$ cat src/rtl/ncs_ram.sv
// Generic simple dual-port RAM, one write port and one registered read port.
// No dependencies.
module ncs_ram #(
   parameter int WIDTH = 32,
   parameter int DEPTH = 64
) (
   input  logic                     clock,
   input  logic                     wr_en,
   input  logic [$clog2(DEPTH)-1:0] wr_addr,
   input  logic [WIDTH-1:0]         wr_data,
   input  logic                     rd_en,
   input  logic [$clog2(DEPTH)-1:0] rd_addr,
   output logic [WIDTH-1:0]         rd_data
);

   logic [WIDTH-1:0] mem [DEPTH];
   logic [WIDTH-1:0] rd_data_ff;

   always_ff @(posedge clock) begin
      if (wr_en) begin
         mem[wr_addr] <= wr_data;
      end
      if (rd_en) begin
         rd_data_ff <= mem[rd_addr];
      end
   end

   assign rd_data = rd_data_ff;

endmodule

$ cat config.mk
export PLATFORM = sky130hd
export DESIGN_NAME = ncs_ram
export DESIGN_NICKNAME = d
export VERILOG_FILES = /design/src/rtl/ncs_ram.sv
export SDC_FILE = /design/constraint.sdc
export NUM_CORES = 2
export LEC_CHECK = 0
export ABC_AREA = 0
export BUFFER_PORTS_ARGS = -buffer_cell sky130_fd_sc_hd__buf_2
export CAP_MARGIN = 20
export CORE_ASPECT_RATIO = 1.75
export CORE_MARGIN = 3
export CORE_UTILIZATION = 35
export CTS_BUF_LIST = sky130_fd_sc_hd__clkbuf_4
export DETAILED_ROUTE_END_ITERATION = 6
export SLEW_MARGIN = 5
export SYNTH_ARGS = -nofsm -noshare
export SYNTH_HDL_FRONTEND = slang
export SYNTH_SLANG_ARGS = --single-unit
$ cat constraint.sdc
create_clock -name clock -period 4.78 [get_ports clock]
set_input_delay 0.478 -clock clock [delete_from_list [all_inputs] [get_ports clock]]
set_output_delay 0.478 -clock clock [all_outputs]
set_load 0.02 [all_outputs]
[Yosys cells after proc, flatten, opt, wreduce, memory -nomap -nowiden]
Memory sizes are Yosys's and may differ from the RTL's. A register that Yosys moved wholly into a read port is not among the register bits.
Cells that the tools add are included.
Word-level totals
  register bits: 0
  bits in writable memories: 2048
  input port bits: 47
  output and inout bits: 32
  word-level logic and storage cells: 3
  memories: 1
Memory list
  mem: words 64, width 32, rd ports 1, clocked after memory_dff 1, write ports 1, RTL line 16  | logic [WIDTH-1:0] mem [DEPTH];
Operators by class
  mux-type cells: 2
Operator list (count)
  2-to-1 mux 1 bit: 2

[Longest topological paths before layout]
  depth after elaboration: 2
  gate-level depth with buffers: 10
  gate-level depth less buffers: 5

[Least setup slack after synthesis]
OpenSTA, ideal clock, no wires.
  kind: input -> register
  from: input wr_addr[3]
  to: memory mem[48][0] (enable)
  setup time: 0.461 ns
  arrival time: 3.177 ns
  data required time: 4.319 ns
  slack: 1.142 ns
  stages on the path: 4
  buffers on the path: 1
  cell sequence: clkbuf_1 -> nor2b_1 -> nand4b_1 -> nor3_1
RTL lines
  start: declaration: RTL line 9  | input logic [$clog2(DEPTH)-1:0] wr_addr,
  end: declaration: RTL line 16
No word-level cell before the write port.

==> results.sh <==
export IMPL_fmax_mhz=340
export IMPL_yosysWarnings=0
export IMPL_die_x_um=365
export IMPL_grt_pass1_vias=41078
export IMPL_place_congestion=0.809
export IMPL_cts_sinks=2080
export IMPL_min_from="wr_addr[3]"
export IMPL_rsz0062_at_grt="no"
export IMPL_grt_pass1_wl_um=307000
export IMPL_synthesis_area_um2=78800
export IMPL_finalSetupTns_ns=0
export IMPL_drt_iter0_markers=3650
export IMPL_final_antenna_net_count=0
export IMPL_r2r_start="mem[46][15]"
export IMPL_wl_per_cell_um=30.8
export IMPL_initial_core_util_pct=35.3
export IMPL_cpPeakStageDelay_ns=0.80
export IMPL_slew_violations=0
export IMPL_cts_buffers=431
export IMPL_synth_top_area_share_pct=79.2
export IMPL_place_ws_ns=0.958
export IMPL_holdPathStages=3
export IMPL_synth_top_cell_by_area="edfxtp_1"
export IMPL_critPathArrivalTime_ns=3.96
export IMPL_core_area_um2=223000
export IMPL_via_count=38522
export IMPL_tritoncts="done"
export IMPL_cp_cell_sequence="dlygate4sd3_1 > buf_2 > nand2_1 > buf_4 > buf_4 > o221ai_1 > a21oi_1 > a21oi_1 > nor2_1"
export IMPL_syn_nets=3371
export IMPL_critPathLaunch="rd_addr[4]"
export IMPL_synth_mux_area_fraction_pct=16.7
export IMPL_relSlewSlack_pct=26.6
export IMPL_synth_xor_area_share_pct=0
export IMPL_worst_r2r_path_depth=5
export IMPL_outcome="completed"
export IMPL_min_period_ns=2.94
export IMPL_clock_skew_ns=0.0899
export IMPL_h_tree_depth=5
export IMPL_cts_hold_buf=40
export IMPL_synth_commonest_cells="edfxtp_1, mux4_2, nor2_1, mux2i_1, o22ai_1"
export IMPL_synth_area_leaders="edfxtp_1, mux4_2, mux2i_1, o22ai_1, nor2_1"
export IMPL_wl_um=218000
export IMPL_clockBufferDepth=4
export IMPL_end_kind="flip-flop"
export IMPL_ys_seq_area_share_pct=79.2
export IMPL_grt_max_degree=77
export IMPL_synth_avg_cell_area_um2=23.7
export IMPL_synthFlopType="edfxtp_1"
export IMPL_rows=229
export IMPL_post_cts_resized=0
export IMPL_path_clk_slew_ns=0.08
export IMPL_worst_pin_slew_ns=1.10
export IMPL_synth_most_common_cell="edfxtp_1"
export IMPL_hold_viol=0
export IMPL_crit_fanout=17
export IMPL_ys_async_sr_fraction_pct=0
export IMPL_dr_pass1_iters=5
export IMPL_nets=3954
export IMPL_p_per_area_nw_per_um2=390
export IMPL_rrSetupSlack_ns=2.19
export IMPL_numPortBuffers=78
export IMPL_ioPinCount=79
export IMPL_area_growth_pct=14.0
export IMPL_min_to="mem[32][13]"
export IMPL_antenna_found_initial=23
export IMPL_cap_violations=0
export IMPL_min_period_over_period_pct=61.6
export IMPL_syn_inst=3324
export IMPL_drcViolationCount=0
export IMPL_cts_setup_buffers=0
export IMPL_crit_type="input port to flip-flop"
export IMPL_avgViaCountPerCell=5.43
export IMPL_ys_seq_elements=2080
export IMPL_worstSkewPairLatency_ns=1.23
export IMPL_hpwlAfterDp_um=130000
export IMPL_cp_data_required_time_ns=5.79
export IMPL_synth_distinct_cells=33
export IMPL_leakage_nw=28.1
export IMPL_synth_simple_area_share_pct=1.26
export IMPL_slowest_stage="nand2_1"
export IMPL_die_h_um=634
export IMPL_drive_gt1_share_pct=36.8
export IMPL_die_area_um2=231000
export IMPL_synth_compound_area_share_pct=1.67
export IMPL_nFillCells=19586
export IMPL_synth_top_family_by_area="multiplexers"
export IMPL_worstSetupStartpointType="input port"
export IMPL_grt_overflow=0
export IMPL_root_buffer="clkbuf_4"
export IMPL_reg2reg_to="rd_data[15]"
export IMPL_vdd_ir_drop_max_mv=0.190
export IMPL_synth_edff_count=2080
export IMPL_synth_fa_ha_area_share_pct=0
export IMPL_grt_usage_pct=18.9
export IMPL_layout_setup_ws_ns=1.84
export IMPL_min_path_type="input port to flip-flop"
export IMPL_setup_violations=0
==> area by class of cell <==
| type | count | area, µm² | area share (%) |
|---|---|---|---|
| sequential | 2080 | 62500 | 69.5 |
| multi-input combinational | 1062 | 16000 | 17.8 |
| clock buffer | 606 | 4550 | 5.06 |
| timing repair buffer | 332 | 2630 | 2.93 |
| tap | 2887 | 3610 | 4.02 |
| clock inverter | 101 | 599 | 0.667 |
| antenna | 21 | 52.6 | 0.0585 |
==> per-stage QoR <==
step	cell area, µm²	std cells	hold slack (ns)	util (%)	total power [mW]
finish	89900	7089	0.133	40.3	35.0
detailed placement	84300	6321	0.872	37.8	22.8
CTS	89800	7068	0.0163	40.2	35.4
floorplan	78800	3324	0.577	-	21.7
global route	89800	7077	0.0934	40.3	36.3
global placement	84300	6321	0.861	37.8	22.7
==> worst max-delay path: cells and delay by family <==
kind                   cells  cell delay (ns)
buffers and inverters      4             1.37
and+or+nand+nor            2             1.00
AOI/OAI and AO/OA          3             1.08
==> report_power, final <==
group | switching [mW] | total (mW) | internal [mW]
clock network | 6.51 | 12.7 | 6.17
logic | 1.35 | 2.08 | 0.733
registers | 0.0635 | 20.3 | 20.2
total | 7.92 | 35.0 | 27.1
==> how the worst max path moves through the flow <==
stage                  endpoint  slack (ns)
CTS                 rd_data[15]        2.06
finish              rd_data[15]        1.84
floorplan            mem[48][0]        1.14
global route        rd_data[15]        1.96
global placement     rd_data[3]        0.89
detailed placement   rd_data[3]        0.96
==> state kept, by name, indices dropped and copies added (netlist names) <==
name / cells
mem: 2048
rd_data: 32
==> cell families after synthesis <==
| kind of cell | after synthesis |
|---|---|
| flip-flops | 2080 |
| multiplexers | 637 |
| AND/OR/NAND/NOR | 223 |
| AO/OA/AOI/OAI | 202 |
| buffers and inverters | 182 |
==> metal layers <==
metal  GRT usage [%]  vias up  part of all wire (%)
li1                -    15736                     -
met1            21.1    20819                    34
met2            34.3     1591                    54
met3            3.23      368                   6.4
met4            9.99        8                   5.5
met5               0        -                 0.021
==> placed cells by master, fill, tap and decap left out, types with 3 or more instances in the layout <==
cell type / n
nand2_1: 26
nor2_4: 62
mux2i_1: 93
buf_4: 198
or3_1: 3
nand3b_1: 5
buf_8: 3
clkinvlp_4: 4
nor3_1: 5
a311oi_1: 8
or3b_2: 3
o32ai_1: 4
clkinv_2: 13
bufinv_16: 7
a21oi_1: 62
diode_2: 21
edfxtp_1: 2080
nand2b_1: 8
clkbuf_4: 606
nor2_1: 75
buf_12: 16
a22oi_1: 12
mux4_2: 544
and3_1: 4
nor2b_1: 15
a41o_1: 4
o22ai_1: 84
nand3_1: 5
dlygate4sd3_1: 40
o221ai_1: 27
clkinv_1: 74
buf_2: 74
(Power assumes the default switching activity.)
