### config.mk
export PLATFORM = sky130hd
export DESIGN_NAME = ncs_div
export DESIGN_NICKNAME = d
export VERILOG_FILES = /design/src/rtl/ncs_pkg.sv /design/src/rtl/ncs_div.sv
export SDC_FILE = /design/constraint.sdc
export NUM_CORES = 1
export LEC_CHECK = 0
export ABC_AREA = 1
export BUFFER_PORTS_ARGS = -buffer_cell sky130_fd_sc_hd__clkbuf_2
export CORE_ASPECT_RATIO = 1.75
export CORE_MARGIN = 10
export CORE_UTILIZATION = 45
export CTS_CLUSTER_DIAMETER = 100
export DETAILED_ROUTE_END_ITERATION = 10
export GPL_TIMING_DRIVEN = 0
export PLACE_DENSITY = 0.61
export SETUP_SLACK_MARGIN = 0.02
export SYNTH_ARGS = -nofsm -noshare
export SYNTH_HDL_FRONTEND = slang
export SYNTH_SLANG_ARGS = --single-unit
### constraint.sdc
create_clock -name clock -period 5.8 [get_ports clock]
set_clock_uncertainty 0.05 [all_clocks]
set_input_delay 0.87 -clock clock [delete_from_list [all_inputs] [get_ports clock]]
set_output_delay 0.87 -clock clock [all_outputs]
set_load 0.01 [all_outputs]
### src/rtl/ncs_pkg.sv
// Shared types, constants and saturation helpers for the natural cubic spline interpolator.
// No dependencies.
package ncs_pkg;

   localparam int MAX_KNOTS_DEF = 64;
   localparam int FRAC_BITS_DEF = 16;
   localparam int DATA_W        = 32;

   localparam logic CMD_LOAD = 1'b0;
   localparam logic CMD_EVAL = 1'b1;

   localparam logic KIND_SOLVE = 1'b0;
   localparam logic KIND_QUERY = 1'b1;

   localparam logic [1:0] ST_OK      = 2'd0;
   localparam logic [1:0] ST_BELOW   = 2'd1;
   localparam logic [1:0] ST_FEW     = 2'd2;
   localparam logic [1:0] ST_SPACING = 2'd3;

   localparam logic signed [31:0] SAT_MAX = 32'sh7fffffff;
   localparam logic signed [31:0] SAT_MIN = 32'sh80000000;

   // reciprocal of six scaled by 2^34, rounded up
   localparam logic [63:0] RECIP6 = 64'h00000000aaaaaaab;

   // one knot row of the working store
   typedef struct packed {
      logic signed [31:0] pos;
      logic signed [31:0] val;
      logic signed [31:0] sp;
      logic signed [31:0] sl;
      logic signed [31:0] dg;
      logic signed [31:0] rh;
      logic signed [31:0] z;
   } row_type;

   function automatic logic signed [63:0] sx(input logic signed [31:0] v);
      logic signed [63:0] r;
      r = v;
      return r;
   endfunction

   function automatic logic signed [31:0] sat32(input logic signed [63:0] v);
      logic signed [31:0] r;
      if (v > sx(SAT_MAX)) begin
         r = SAT_MAX;
      end else if (v < sx(SAT_MIN)) begin
         r = SAT_MIN;
      end else begin
         r = v[31:0];
      end
      return r;
   endfunction

   // divide by six, truncating toward zero; exact for any 32-bit magnitude
   function automatic logic signed [31:0] div6(input logic signed [31:0] v);
      logic [31:0] m;
      logic [63:0] p;
      logic [31:0] q;
      m = v[31] ? 32'(-v) : 32'(v);
      p = {32'd0, m} * RECIP6;
      q = {2'b00, p[63:34]};
      return v[31] ? -$signed(q) : $signed(q);
   endfunction

endpackage

### src/rtl/ncs_div.sv
// Sequential signed divider, one quotient bit per cycle, truncates toward zero and saturates.
// Depends on ncs_pkg.
module ncs_div #(
   parameter int NUM_W = 49
) (
   input  logic                     clock,
   input  logic                     reset,
   input  logic                     start,
   input  logic signed [NUM_W-1:0]  num,
   input  logic signed [31:0]       den,
   output logic                     done,
   output logic signed [31:0]       quot
);
   import ncs_pkg::*;

   localparam int CNT_W = $clog2(NUM_W + 1);

   logic                   busy_ff, busy_in;
   logic                   done_ff, done_in;
   logic [CNT_W-1:0]       cnt_ff, cnt_in;
   logic [31:0]            rem_ff, rem_in;
   logic [NUM_W-1:0]       qsh_ff, qsh_in;
   logic [31:0]            dmag_ff, dmag_in;
   logic                   neg_ff, neg_in;
   logic signed [31:0]     quot_ff, quot_in;

   always_comb begin
      logic [32:0]        rem_sh;
      logic [32:0]        rem_sub;
      logic signed [63:0] qv;
      busy_in = busy_ff;
      done_in = 1'b0;
      cnt_in  = cnt_ff;
      rem_in  = rem_ff;
      qsh_in  = qsh_ff;
      dmag_in = dmag_ff;
      neg_in  = neg_ff;
      quot_in = quot_ff;
      rem_sh  = {rem_ff, qsh_ff[NUM_W-1]};
      rem_sub = rem_sh - {1'b0, dmag_ff};
      qv      = 64'(qsh_ff);
      if (neg_ff) begin
         qv = -qv;
      end
      if (start) begin
         if (den == '0) begin
            if (num > 0) begin
               quot_in = SAT_MAX;
            end else if (num < 0) begin
               quot_in = SAT_MIN;
            end else begin
               quot_in = '0;
            end
            done_in = 1'b1;
         end else begin
            neg_in  = num[NUM_W-1] ^ den[31];
            qsh_in  = num[NUM_W-1] ? NUM_W'(-num) : NUM_W'(num);
            dmag_in = den[31] ? 32'(-den) : 32'(den);
            rem_in  = '0;
            cnt_in  = CNT_W'(NUM_W);
            busy_in = 1'b1;
         end
      end else if (busy_ff) begin
         if (cnt_ff != '0) begin
            if (!rem_sub[32]) begin
               rem_in = rem_sub[31:0];
               qsh_in = {qsh_ff[NUM_W-2:0], 1'b1};
            end else begin
               rem_in = rem_sh[31:0];
               qsh_in = {qsh_ff[NUM_W-2:0], 1'b0};
            end
            cnt_in = cnt_ff - 1'b1;
         end else begin
            busy_in = 1'b0;
            done_in = 1'b1;
            quot_in = sat32(qv);
         end
      end
   end

   always_ff @(posedge clock) begin
      if (reset) begin
         busy_ff <= 1'b0;
         done_ff <= 1'b0;
      end else begin
         busy_ff <= busy_in;
         done_ff <= done_in;
      end
      cnt_ff  <= cnt_in;
      rem_ff  <= rem_in;
      qsh_ff  <= qsh_in;
      dmag_ff <= dmag_in;
      neg_ff  <= neg_in;
      quot_ff <= quot_in;
   end

   assign done = done_ff;
   assign quot = quot_ff;

endmodule

# ---- Word level (Yosys, flattened, before mapping)
# Index checks and enable logic that the tools add are counted.
dict set report classes {
  addsub 5
  magnitude_cmp 4
  n_eq_ne 3
  mux 33
  bitwise 2
  reduce_logical 7
}
# operator n
set ops {}
lappend ops {{2-to-1 mux 32 bit} 13}
lappend ops {{2-to-1 mux 49 bit} 5}
lappend ops {{greater-than comparator 64 x 32 -> 1 bit (second input constant)} 1}
lappend ops {{< comparator 64 x 32 -> 1 bit (second input constant)} 1}
lappend ops {{2-to-1 mux 64 bit} 1}
lappend ops {{negator 49 -> 64 bit} 1}
lappend ops {{greater-than comparator 49 x 1 -> 1 bit (second input constant)} 1}
lappend ops {{< comparator 49 x 1 -> 1 bit (second input constant)} 1}
lappend ops {{negator 49 bit} 1}
lappend ops {{subtractor 33 x 32 -> 33 bit} 1}
lappend ops {{zero test 32 bit} 1}
lappend ops {{negator 32 bit} 1}
lappend ops {{2-to-1 mux 31 bit} 1}
lappend ops {{2-to-1 mux 6 bit} 4}
lappend ops {{2-to-1 mux 1 bit} 9}
lappend ops {{AND reduction 3 bit} 2}
lappend ops {{nonzero test 6 bit} 1}
lappend ops {{subtractor 6 x 1 -> 6 bit (second input constant)} 1}
lappend ops {{inequality test 2 bit (second input constant)} 2}
lappend ops {{nonzero test 2 bit} 2}
lappend ops {{inequality test 2 x 1 -> 1 bit (second input constant)} 1}
lappend ops {{AND reduction 2 bit} 1}
lappend ops {{NOT 1 bit} 1}
lappend ops {{XOR 1 bit} 1}
dict set report totals {
  reg_bits 154
  input_bits 84
  output_inout_bits 33
  wordCells 63
}

# ---- Logic depth before layout (Yosys ltp)
dict set report logic_depth {
  ltp_word 8
  ltp_mapped 19
  mapped_depth_nobuf 18
}

# ---- Least setup slack after synthesis
# Ideal clock, no wire load.
dict set report synth_path {
  kind {input to register}
  from {in den[0]}
  to {reg cnt_ff[0] (enable)}
  arrival_time_ns 4.683
  required_ns 5.309
  path_slack_ns 0.626
  path_stages 9
  cell_sequence {inv_1 > ha_1 > inv_1 > nor3_1 > nand4_1 > nor4_1 > nor2_1 > a31oi_1 > inv_1}
}
dict set report synth_via {
  elab_chain_cells 3
}
# element line
set synth_lines {}
lappend synth_lines {{start, declared} ncs_div.sv:10} ;# input logic signed [31:0] den,
lappend synth_lines {{zero test 32 bit} ncs_div.sv:46} ;# if (den == '0) begin
lappend synth_lines {{inequality test 2 bit (no line)} -}
lappend synth_lines {{AND reduction 3 bit (no line)} -}
lappend synth_lines {{end signal, assigned} ncs_div.sv:89} ;# cnt_ff <= cnt_in;
lappend synth_lines {{end, declared} ncs_div.sv:20} ;# logic [CNT_W-1:0] cnt_ff, cnt_in;
# No other way between the ends.
# A chain may end at the register's enable or synchronous reset.

# ---- Worst setup path after layout
dict set report layout_path {
  from {reg qsh_ff[48]}
  to {reg rem_ff[27] (data pin)}
}
dict set report layout_via {
  elab_chain_cells 5
}
# element line
set layout_lines {}
lappend layout_lines {{start, declared} ncs_div.sv:22} ;# logic [NUM_W-1:0] qsh_ff, qsh_in;
lappend layout_lines {{start signal, assigned} ncs_div.sv:91} ;# qsh_ff <= qsh_in;
lappend layout_lines {{subtractor 33 x 32 -> 33 bit} ncs_div.sv:40} ;# rem_sub = rem_sh - {1'b0, dmag_ff};
lappend layout_lines {{2-to-1 mux 32 bit} ncs_div.sv:65} ;# if (!rem_sub[32]) begin
lappend layout_lines {{2-to-1 mux 32 bit} ncs_div.sv:64} ;# if (cnt_ff != '0) begin
lappend layout_lines {{2-to-1 mux 32 bit} ncs_div.sv:63} ;# end else if (busy_ff) begin
lappend layout_lines {{2-to-1 mux 32 bit} ncs_div.sv:45} ;# if (start) begin
lappend layout_lines {{end signal, assigned} ncs_div.sv:90} ;# rem_ff <= rem_in;
lappend layout_lines {{end, declared} ncs_div.sv:21} ;# logic [31:0] rem_ff, rem_in;
# No other way between the ends. The select of a mux whose other input is x is not followed.

==> summary.md <==
| Metric | Value |
|---|---|
| Register area share after synthesis | `between 30% and 40%` |
| Fin crit period | `3582 ps` |
| Final period utilization | `between 60% and 70%` |
| ANT cells | `0` |
| Largest net degree at the start of global routing | `46` |
| Rel. slew slack | `between 30% and 40%` |
| Worst Setup End Kind | `register` |
| Synth Cell Area | `12,110 um2` |
| Global-route usage over all layers | `between 20% and 30%` |
| Crit path required time | `between 5000 and 6000 ps` |
| CTS Buf Count | `17` |
| Starting Density | `45.53%` |
| Fillers | `around 2,700` |
| Per-cell routed wire length | `about 18 um` |
| CTS tree | `done` |
| Root buffer cell | `clkbuf_16` |
| Slew @ Worst Pin | `between 900 and 1000 ps` |
| Placer Congestion | `~0.94` |
| Pre-CTS setup slack | `~1500 ps` |
| Detailed Route Iter0 Violations | `619` |
| IR drop worst, VDD | `between 0.2 and 0.25 mV` |
| Final instance area | `~14,000 um2` |
| Via count | `11,286` |
| Syn Nets | `around 1,800` |
| Max Freq | `279.2 MHz` |
| Clock latency on the worst-skew pair | `about 450 ps` |
| Max-cap violations | `0` |
| Cell variety after synth | `between 50 and 60` |
| DP HPWL | `around 33,000 um` |
| # DRC | `0` |
| Resized cells post-CTS | `0` |
| Worst-path clk slew | `around 60 ps` |
| Syn-to-layout area delta | `13.28%` |
| Die height | `between 200 and 250 um` |
| Vias per std cell | `around 5.3` |
| Syn Inst Count | `around 1,700` |
| TNS Setup | `0 ps` |
| First-pass GRT wire length | `around 60,000 um` |
| Die X | `about 140 um` |
| CTS sink cnt | `~150` |
| Vias in the first global route | `roughly 12,000` |
| Synth Register Bits | `154` |
| Layout Nets | `1,925` |
| Antenna violations before repair | `1` |
| Outcome | `complete, no violations` |
| Antenna-violating nets left | `0` |
| Row count | `just under 80` |
| Unrepaired setup endpoints after global routing | `no` |
| Share of cells above drive strength 1 | `a little under an eighth` |
| Placed inst area | `roughly 13,000 um2` |
| Crit path DAT | `between 3000 and 4000 ps` |
| Worst setup path category | `register to register` |
| Total gr overflow | `0` |
| H-Tree Depth | `4` |
| Setup violators final | `0` |
| Port buffer count | `114` |
| Warnings, synthesis | `0` |
| Longest Clk Path Bufs | `2` |
| Critical Path Start Type | `register` |
| Max Slew Vio Count | `0` |
| Final Hold Vio Count | `0` |
| Post-CTS Setup Inserts | `0` |
| Post-synth ARST share | `0%` |
| Final WL | `between 30,000 and 40,000 um` |
| IO Pins | `~120` |
| Core area | `between 20,000 and 30,000 um2` |
| Worst-path fanout max | `10` |
| Average cell area after synthesis | `between 7 and 8 um2` |
| Hold slack | `around 470 ps` |
| DR pass1 iterations | `5` |
| Main synth FF type | `edfxtp_1` |
| Area of the die | `about 34,000 um2` |
| Final WS setup | `around 2200 ps` |
| EDFF count, synth | `approximately 150` |
| Leakage power figure | `6.162 nW` |
| Hold crit path type | `register to register` |
| CTS Hold Bufs | `0` |
| PwrDens | `306.4 nW/um2` |
==> routing by layer <==
metal  share of wire [%]  vias up  GRT usage (%)
li1                    -     5766              -
met1                  34     5133          21.34
met2                  55      274          44.68
met3                 3.5      111          3.307
met4                 6.7        2          15.35
met5               0.023        -              0
==> cell usage after synthesis (8+ instances only) <==
| cell | instances | area [um2] |
|---|---|---|
| nand2_1 | 395 | 1483 |
| nor2_1 | 268 | 1006 |
| inv_1 | 204 | 765.7 |
| edfxtp_1 | 152 | 4564 |
| o21ai_0 | 138 | 690.7 |
| nand3_1 | 84 | 420.4 |
| a21oi_1 | 79 | 395.4 |
| xor2_1 | 72 | 630.6 |
| ha_1 | 36 | 450.4 |
| nand4_1 | 26 | 162.7 |
| nor3_1 | 26 | 130.1 |
| clkbuf_1 | 25 | 93.84 |
| xnor2_1 | 22 | 192.7 |
| a21o_1 | 11 | 82.58 |
| buf_2 | 9 | 45.04 |
| o21ai_1 | 9 | 45.04 |
| o31ai_1 | 9 | 67.56 |
| a31oi_1 | 8 | 50.05 |
| nand2_2 | 8 | 50.05 |
| or2_2 | 8 | 50.05 |
==> critical path: stages, from the launching register on <==
cell and delay, ps:
edfxtp_1 380, inv_1 130, ha_1 240, fa_1 420, o21ai_1 280, a21o_1 210, nand2_1 60, nand2_1 170
nand2_1 70, nand2_1 140, nand4_1 170, nand2_1 130, nand2_1 70, nand2_2 230, buf_2 340, nand2_1 90
nand2_1 100, nor2_1 50
==> power breakdown <==
group | total (mW) | internal [mW] | switching (mW)
sequential | 1.51 | 1.42 | 0.0911
clock | 1.12 | 0.669 | 0.452
combinational | 1.57 | 0.524 | 1.05
total | 4.20 | 2.61 | 1.59
==> stage by stage <==
stage | util (%) | total power, mW | cells
2_1_floorplan | - | 2.613 | 1669
3_3_place_gp | 49.20 | 3.079 | 2107
3_5_place_dp | 49.39 | 3.089 | 2109
4_1_cts | 51.56 | 4.219 | 2139
5_1_grt | 51.57 | 4.472 | 2139
6_report | 51.57 | 4.201 | 2139
==> final timing paths <==
kind / start / endpoint / slack (ps) / depth (start not counted)
setup / recovery: qsh_ff[48] / rem_ff[27] / 2220 / 17
hold / removal: busy_ff / busy_ff / 470 / 2
hold reg to reg: busy_ff / busy_ff / 470 / 2
setup reg to reg: qsh_ff[48] / rem_ff[27] / 2220 / 17
==> flip-flops by register name, indices dropped and copies added, names as in the netlist <==
register / flops
neg_ff: 1
qsh_ff: 49
rem_ff: 32
cnt_ff: 6
busy_ff: 1
done: 1
dmag_ff: 32
quot: 32
==> area by class of cell <==
type                       count  area, um2  area share (%)
multi-input combinational   1263       6476           47.23
sequential                   154       4604           33.58
inverter                     205      772.0           5.630
timing repair buffer         116      610.6           4.453
clock buffer                  18      429.2           3.130
tap                          324      405.4           2.956
buffer                        47      265.3           1.934
clock inverter                12      150.1           1.095
==> logic make-up (layout without fill, tap and decap cells) <==
logic type | count (synthesis) | after routing | share of synthesized area (%)
compound gates | 279 | 279 | 12.66
xor+xnor | 94 | 94 | 6.801
fa+ha+maj | 37 | 37 | 3.886
buf+inv | 252 | 398 | 8.548
flops | 154 | 154 | 38.04
simple gates | 853 | 853 | 30.07
==> cells in the final DEF (no fill, tap or decap), types with 36 or more instances in the layout <==
cell	instances
o21ai_0	138
clkbuf_2	114
inv_1	203
nand2_1	394
a21oi_1	79
nand3_1	84
nor2_1	267
edfxtp_1	152
ha_1	36
xor2_1	72
(Power assumes the default switching activity.)
